<file path="src/rmvm_pkg.sv">
// Package for the register/memory VM executor: opcodes, status codes, shared types.
// No dependencies.
package rmvm_pkg;

  localparam int unsigned KindW   = 5;
  localparam int unsigned RegIdxW = 8;
  localparam int unsigned WordW   = 64;
  localparam int unsigned OffW    = 32;
  localparam int unsigned StatW   = 3;
  localparam int unsigned SpW     = 11;

  localparam logic [StatW-1:0] ST_OK   = 3'd0;
  localparam logic [StatW-1:0] ST_REG  = 3'd1;
  localparam logic [StatW-1:0] ST_DIV0 = 3'd2;
  localparam logic [StatW-1:0] ST_MEM  = 3'd3;
  localparam logic [StatW-1:0] ST_OP   = 3'd4;

  localparam logic [KindW-1:0] OP_STD  = 5'd20;
  localparam logic [KindW-1:0] OP_LD   = 5'd23;
  localparam logic [KindW-1:0] OP_PUSH = 5'd28;
  localparam logic [KindW-1:0] OP_POP  = 5'd29;
  localparam logic [KindW-1:0] OP_LAST = 5'd29;

  // operation group
  localparam logic [2:0] GRP_ADD = 3'd0;
  localparam logic [2:0] GRP_SUB = 3'd1;
  localparam logic [2:0] GRP_MUL = 3'd2;
  localparam logic [2:0] GRP_DIV = 3'd3;
  localparam logic [2:0] GRP_ST  = 3'd4;
  localparam logic [2:0] GRP_LD  = 3'd5;
  localparam logic [2:0] GRP_PSH = 3'd6;
  localparam logic [2:0] GRP_POP = 3'd7;

  // operand form
  localparam logic [2:0] FRM_IMM = 3'd0;
  localparam logic [2:0] FRM_REG = 3'd1;
  localparam logic [2:0] FRM_DIR = 3'd2;
  localparam logic [2:0] FRM_IND = 3'd3;
  localparam logic [2:0] FRM_IDX = 3'd4;

  typedef struct packed {
    logic [KindW-1:0]   kind;
    logic [RegIdxW-1:0] dest_reg;
    logic [RegIdxW-1:0] src_reg;
    logic [WordW-1:0]   immediate;
    logic [OffW-1:0]    index_offset;
  } instr_t;

  typedef struct packed {
    logic [StatW-1:0] status;
    logic [WordW-1:0] dest_value;
    logic [SpW-1:0]   stack_pointer;
  } result_t;

  // controller -> datapath
  typedef struct packed {
    logic load;     // capture instruction, read registers
    logic addr;     // form address, issue memory read
    logic exec;     // check and start
    logic mul_stp;  // multiply partial step
    logic div_stp;  // divide step
    logic commit;   // write back and build result
    logic clear;    // memory clearing sweep
  } dp_cmd_t;

  // datapath -> controller
  typedef struct packed {
    logic need_mul;
    logic need_div;
    logic mul_done;
    logic div_done;
    logic clr_done;
  } dp_stat_t;

  // decode kind into group and form
  function automatic logic [5:0] decode(input logic [KindW-1:0] k);
    logic [2:0] g;
    logic [2:0] f;
    g = GRP_LD;
    f = FRM_IMM;
    if (k < 5'd5) begin
      g = GRP_ADD; f = 3'(k);
    end else if (k < 5'd10) begin
      g = GRP_SUB; f = 3'(k - 5'd5);
    end else if (k < 5'd15) begin
      g = GRP_MUL; f = 3'(k - 5'd10);
    end else if (k < 5'd20) begin
      g = GRP_DIV; f = 3'(k - 5'd15);
    end else if (k < OP_LD) begin
      g = GRP_ST; f = 3'(k - OP_STD + 5'd2);
    end else if (k < OP_PUSH) begin
      g = GRP_LD; f = 3'(k - OP_LD);
    end else if (k == OP_PUSH) begin
      g = GRP_PSH;
    end else begin
      g = GRP_POP;
    end
    return {g, f};
  endfunction

endpackage

</file>
<file path="src/rmvm_ctrl.sv">
// Controller state machine for the VM executor: sequences each instruction.
// Depends on rmvm_pkg.
module rmvm_ctrl import rmvm_pkg::*; (
  input  logic     clk_i,
  input  logic     rst_ni,
  input  logic     in_valid_i,
  output logic     in_ready_o,
  output logic     out_valid_o,
  input  logic     out_ready_i,
  input  dp_stat_t stat_i,
  output dp_cmd_t  cmd_o
);

  typedef enum logic [2:0] {
    S_CLEAR, S_IDLE, S_ADDR, S_EXEC, S_MUL, S_DIV, S_COMMIT
  } state_e;

  state_e state_q;
  logic   out_valid_q;
  logic   accept;

  // take a new item when idle and the result slot is free or draining
  assign in_ready_o  = (state_q == S_IDLE) && (!out_valid_q || out_ready_i);
  assign accept      = in_valid_i && in_ready_o;
  assign out_valid_o = out_valid_q;

  always_comb begin
    cmd_o         = '0;
    cmd_o.load    = accept;
    cmd_o.addr    = (state_q == S_ADDR);
    cmd_o.exec    = (state_q == S_EXEC);
    cmd_o.mul_stp = (state_q == S_MUL);
    cmd_o.div_stp = (state_q == S_DIV);
    cmd_o.commit  = (state_q == S_COMMIT);
    cmd_o.clear   = (state_q == S_CLEAR);
  end

  // hold state and result valid
  always_ff @(posedge clk_i or negedge rst_ni) begin
    if (!rst_ni) begin
      state_q     <= S_CLEAR;
      out_valid_q <= 1'b0;
    end else begin
      if (out_valid_q && out_ready_i) out_valid_q <= 1'b0;
      case (state_q)
        S_CLEAR:  if (stat_i.clr_done) state_q <= S_IDLE;
        S_IDLE:   if (accept) state_q <= S_ADDR;
        S_ADDR:   state_q <= S_EXEC;
        S_EXEC: begin
          if (stat_i.need_mul)      state_q <= S_MUL;
          else if (stat_i.need_div) state_q <= S_DIV;
          else                      state_q <= S_COMMIT;
        end
        S_MUL:    if (stat_i.mul_done) state_q <= S_COMMIT;
        S_DIV:    if (stat_i.div_done) state_q <= S_COMMIT;
        S_COMMIT: begin
          out_valid_q <= 1'b1;
          state_q     <= S_IDLE;
        end
        default:  state_q <= S_IDLE;
      endcase
    end
  end

endmodule

</file>
<file path="config.mk">
export PLATFORM = sky130hd
export DESIGN_NAME = rmvm_ctrl
export DESIGN_NICKNAME = d
export VERILOG_FILES = /design/src/rmvm_pkg.sv /design/src/rmvm_ctrl.sv
export SDC_FILE = /design/constraint.sdc
export NUM_CORES = 1
export LEC_CHECK = 0
export ABC_CLOCK_PERIOD_IN_PS = 2900
export BUFFER_PORTS_ARGS = -buffer_cell sky130_fd_sc_hd__buf_2
export CAP_MARGIN = 30
export CELL_PAD_IN_SITES_DETAIL_PLACEMENT = 0
export CELL_PAD_IN_SITES_GLOBAL_PLACEMENT = 2
export CORE_MARGIN = 5
export CORE_UTILIZATION = 21
export DETAILED_ROUTE_END_ITERATION = 7
export GPL_TIMING_DRIVEN = 0
export PLACE_DENSITY = 0.72
export SETUP_SLACK_MARGIN = 0.5
export SLEW_MARGIN = 15
export SYNTH_ARGS = -nofsm -noshare
export SYNTH_HDL_FRONTEND = slang
export SYNTH_SLANG_ARGS = --single-unit
</file>
<file path="constraint.sdc">
create_clock -name clk_i -period 2.9 [get_ports clk_i]
set_input_delay 0.29 -clock clk_i [delete_from_list [all_inputs] [get_ports clk_i]]
set_output_delay 0.29 -clock clk_i [all_outputs]
set_load 0.005 [all_outputs]
</file>
==> Implementation_results.wiki <==
{| class="wikitable"
! Metric !! Value
|-
| Buffer levels on the longest clock path || 2
|-
| First-pass GRT wire length || 1190 um
|-
| RePlAce Congestion || 0.766
|-
| Critical Path Start || state_q[2]
|-
| Detail Placement HPWL || 551 um
|-
| Vias per Instance || 4.12
|-
| Slew Limit Headroom || 81.8%
|-
| I/O Pins || 18
|-
| M3 GR Usage || 5.36%
|-
| Post-CTS Setup Repair Bufs || 0
|-
| Nature of the critical path startpoint || flip-flop
|-
| Pre-antenna DRT Iters || 2
|-
| DRC violation count after routing || 0
|-
| FF-to-FF setup slack || 1.82 ns
|-
| Ant diodes || 0
|-
| Area enclosed by the die boundary || 0.00219 mm2
|-
| Required time of the critical path || 2.61 ns
|-
| Vertical die dimension || 46.8 um
|-
| Overflow after GRT || 0
|-
| Ratio of total power to cell area || 963 mW/mm2
|-
| Maximum clock skew at final layout || 0.00156 ns
|-
| Synth cell types || 21
|-
| Startpoint-to-endpoint class of the critical path || reg -> out
|-
| Highest clock frequency the design can meet || 0.620 GHz
|-
| Via count of the first global-routing pass || 283
|-
| Post-Synthesis Net Count || 42
|-
| Post-synthesis area per instance || 8.61 um2
|-
| Number of pins exceeding their max-slew limit in the final report || 0
|-
| Final wirelength || 700 um
|-
| Final period util || 55.6%
|-
| Most common cell after layout, fill and taps aside || sky130_fd_sc_hd__buf_2
|-
| Die boundary width || 46.8 um
|-
| Clock root buffer master || sky130_fd_sc_hd__clkbuf_4
|-
| Initial antenna violation count || 0
|-
| Clock buffers created by TritonCTS || 3
|-
| P_leak || 0.234 nW
|-
| Total standard cell area after synthesis || 284 um2
|-
| Register cell area after layout || 100 um2
|-
| TritonCTS clock tree || done
|-
| Multi-input logic area || 164 um2
|-
| Worst-case hold slack || 0.376 ns
|-
| Proportion of layout cells with a drive suffix above 1 || 51.9%
|-
| Sink count of the clock tree || 4
|-
| Floorplan core area || 0.00128 mm2
|-
| Gr usage total || 7.96%
|-
| Unrepaired setup endpoints after global routing || false
|-
| Worst IR drop on VDD || 0.000313 V
|-
| Skew-Pair Late Insertion Delay || 0.24 ns
|-
| Net count of the finished layout || 65
|-
| Final Hold Violating Endpoints || 0
|-
| Min cycle time layout || 1.61 ns
|-
| Sequential-to-total area share from yosys stat || 35.2%
|-
| Met1 track utilization from global routing || 10.7%
|-
| Setup TNS || 0 ns
|-
| Violation count after the first detailed-route iteration || 2
|-
| Result of the run || finished, final reports clean
|-
| CTS resizes || 0
|-
| Cell Rows || 13
|-
| CTS H-tree depth || 1
|-
| Met2 Track Usage GR || 10.6%
|-
| Data arrival time at the worst-slack endpoint || 1.32 ns
|-
| Critical path endpoint category || primary output
|-
| Gate Count Post-Synth || 33
|-
| Least-Margin Pin Slew || 0.273 ns
|-
| Post-route ant nets || 0
|-
| Highest-count cells in the layout ignoring fill and taps || 18 x sky130_fd_sc_hd__buf_2, 5 x sky130_fd_sc_hd__nor2_1, 4 x sky130_fd_sc_hd__dfrtp_1, 3 x sky130_fd_sc_hd__nand2b_1, 3 x sky130_fd_sc_hd__clkbuf_4
|-
| Initial cell density of the core || 22.1%
|-
| Clock-pin slew reported for the worst setup and hold paths after clock tree synthesis || 0.04 ns
|-
| CTS hold repair buffers || 1
|-
| Wirelength per Cell || 10.1 um
|-
| Crit Reg-Reg Startpoint || state_q[2]
|-
| Synth-to-Final Area Change || 48.0%
|-
| Via total after detailed routing || 284
|-
| Top fanout value on the critical path || 6
|-
| Port Buffer Count || 17
|-
| Yosys warns || 0
|-
| Hold Path Class || in -> async
|-
| Post-synthesis sequential element count || 4
|-
| Number of max-cap violations || 0
|-
| Finish-stage setup viols || 0
|-
| Reg2Reg Depth || 3
|-
| Most utilized layer in the global route result || met1
|-
| Crit Reg-Reg Endpoint || state_q[0]
|-
| Maximum number of pins on one net before global-route repair || 11
|-
| Filler Cell Count || 149
|}
==> registers in the layout (all words and copies together), names as in the netlist <==
register / flops
out_valid_o: 1
state_q: 3
==> where the power goes <==
part	switching, W	leakage (nW)	internal, W	total, W
registers	0.0000347	0.0499	0.0000813	0.000116
logic	0.0000999	0.170	0.000118	0.000218
clock network	0.0000243	0.0138	0.0000464	0.0000707
total	0.000159	0.234	0.000246	0.000405
==> worst max-delay path, stage by stage, from the launching register on <==
cell,delay [ns]
sky130_fd_sc_hd__dfrtp_1,0.46
sky130_fd_sc_hd__nor2_1,0.20
sky130_fd_sc_hd__nand4_2,0.16
sky130_fd_sc_hd__inv_1,0.08
sky130_fd_sc_hd__buf_4,0.09
sky130_fd_sc_hd__buf_2,0.09
==> synth_stat cells <==
master / number / area, um2
sky130_fd_sc_hd__nand2b_1: 3 / 18.8
sky130_fd_sc_hd__o211ai_1: 1 / 7.51
sky130_fd_sc_hd__buf_2: 1 / 5.00
sky130_fd_sc_hd__inv_1: 2 / 7.51
sky130_fd_sc_hd__o21ai_1: 1 / 5.00
sky130_fd_sc_hd__dfrtp_1: 4 / 100
sky130_fd_sc_hd__nand3_1: 1 / 5.00
sky130_fd_sc_hd__a21oi_1: 1 / 5.00
sky130_fd_sc_hd__nand2b_2: 1 / 8.76
sky130_fd_sc_hd__nor2b_4: 1 / 13.8
sky130_fd_sc_hd__nand2b_4: 1 / 13.8
sky130_fd_sc_hd__and2_4: 1 / 8.76
sky130_fd_sc_hd__buf_4: 1 / 7.51
sky130_fd_sc_hd__o21ai_0: 2 / 10.0
sky130_fd_sc_hd__and2_1: 1 / 6.26
sky130_fd_sc_hd__and3_2: 1 / 7.51
sky130_fd_sc_hd__o211a_1: 1 / 10.0
sky130_fd_sc_hd__nand4_2: 1 / 12.5
sky130_fd_sc_hd__nand2_1: 2 / 7.51
sky130_fd_sc_hd__nor3_1: 1 / 5.00
sky130_fd_sc_hd__nor2_1: 5 / 18.8
==> logic make-up after synthesis <==
family	after synthesis	share of synthesized area [%]
compound gates	6	13.2
simple gates	19	44.5
flops	4	35.2
buf+inv	4	7.05
==> metal layers <==
layer / wire length, um / vias to the layer above
met3: 93 / 0
met2: 295 / 14
met4: 0 / 0
met1: 312 / 120
li1: - / 150
met5: 0 / -
==> layout make-up <==
cell class	instances	area share [%]
Multi-Input combinational cell	25	39.0
Tap cell	15	4.46
Clock buffer	3	5.36
Sequential cell	4	23.8
Buffer	2	2.98
Inverter	2	1.79
Timing Repair Buffer	18	22.6
==> worst max-delay path by stage <==
stage | to | slack [ns] | cells past startpoint
floorplan | cmd_o[6] | 1.73 | 4
global placement | cmd_o[6] | 1.52 | 5
detailed placement | cmd_o[6] | 1.52 | 5
CTS | cmd_o[6] | 1.27 | 5
global route | cmd_o[6] | 1.15 | 5
finish | cmd_o[6] | 1.29 | 5
==> through the flow <==
| step | std cells | instance area (um2) | util, % | setup WS, ns | power [W] |
|---|---|---|---|---|---|
| floorplan | 33 | 284 | - | 1.73 | 0.000261 |
| global placement | 65 | 388 | 30.2 | 1.52 | 0.000341 |
| detailed placement | 65 | 388 | 30.2 | 1.52 | 0.000339 |
| CTS | 69 | 420 | 32.7 | 1.27 | 0.000415 |
| global route | 69 | 420 | 32.7 | 1.15 | 0.000454 |
| finish | 69 | 420 | 32.7 | 1.29 | 0.000405 |
No activity file was read; power rests on OpenSTA's default activity.
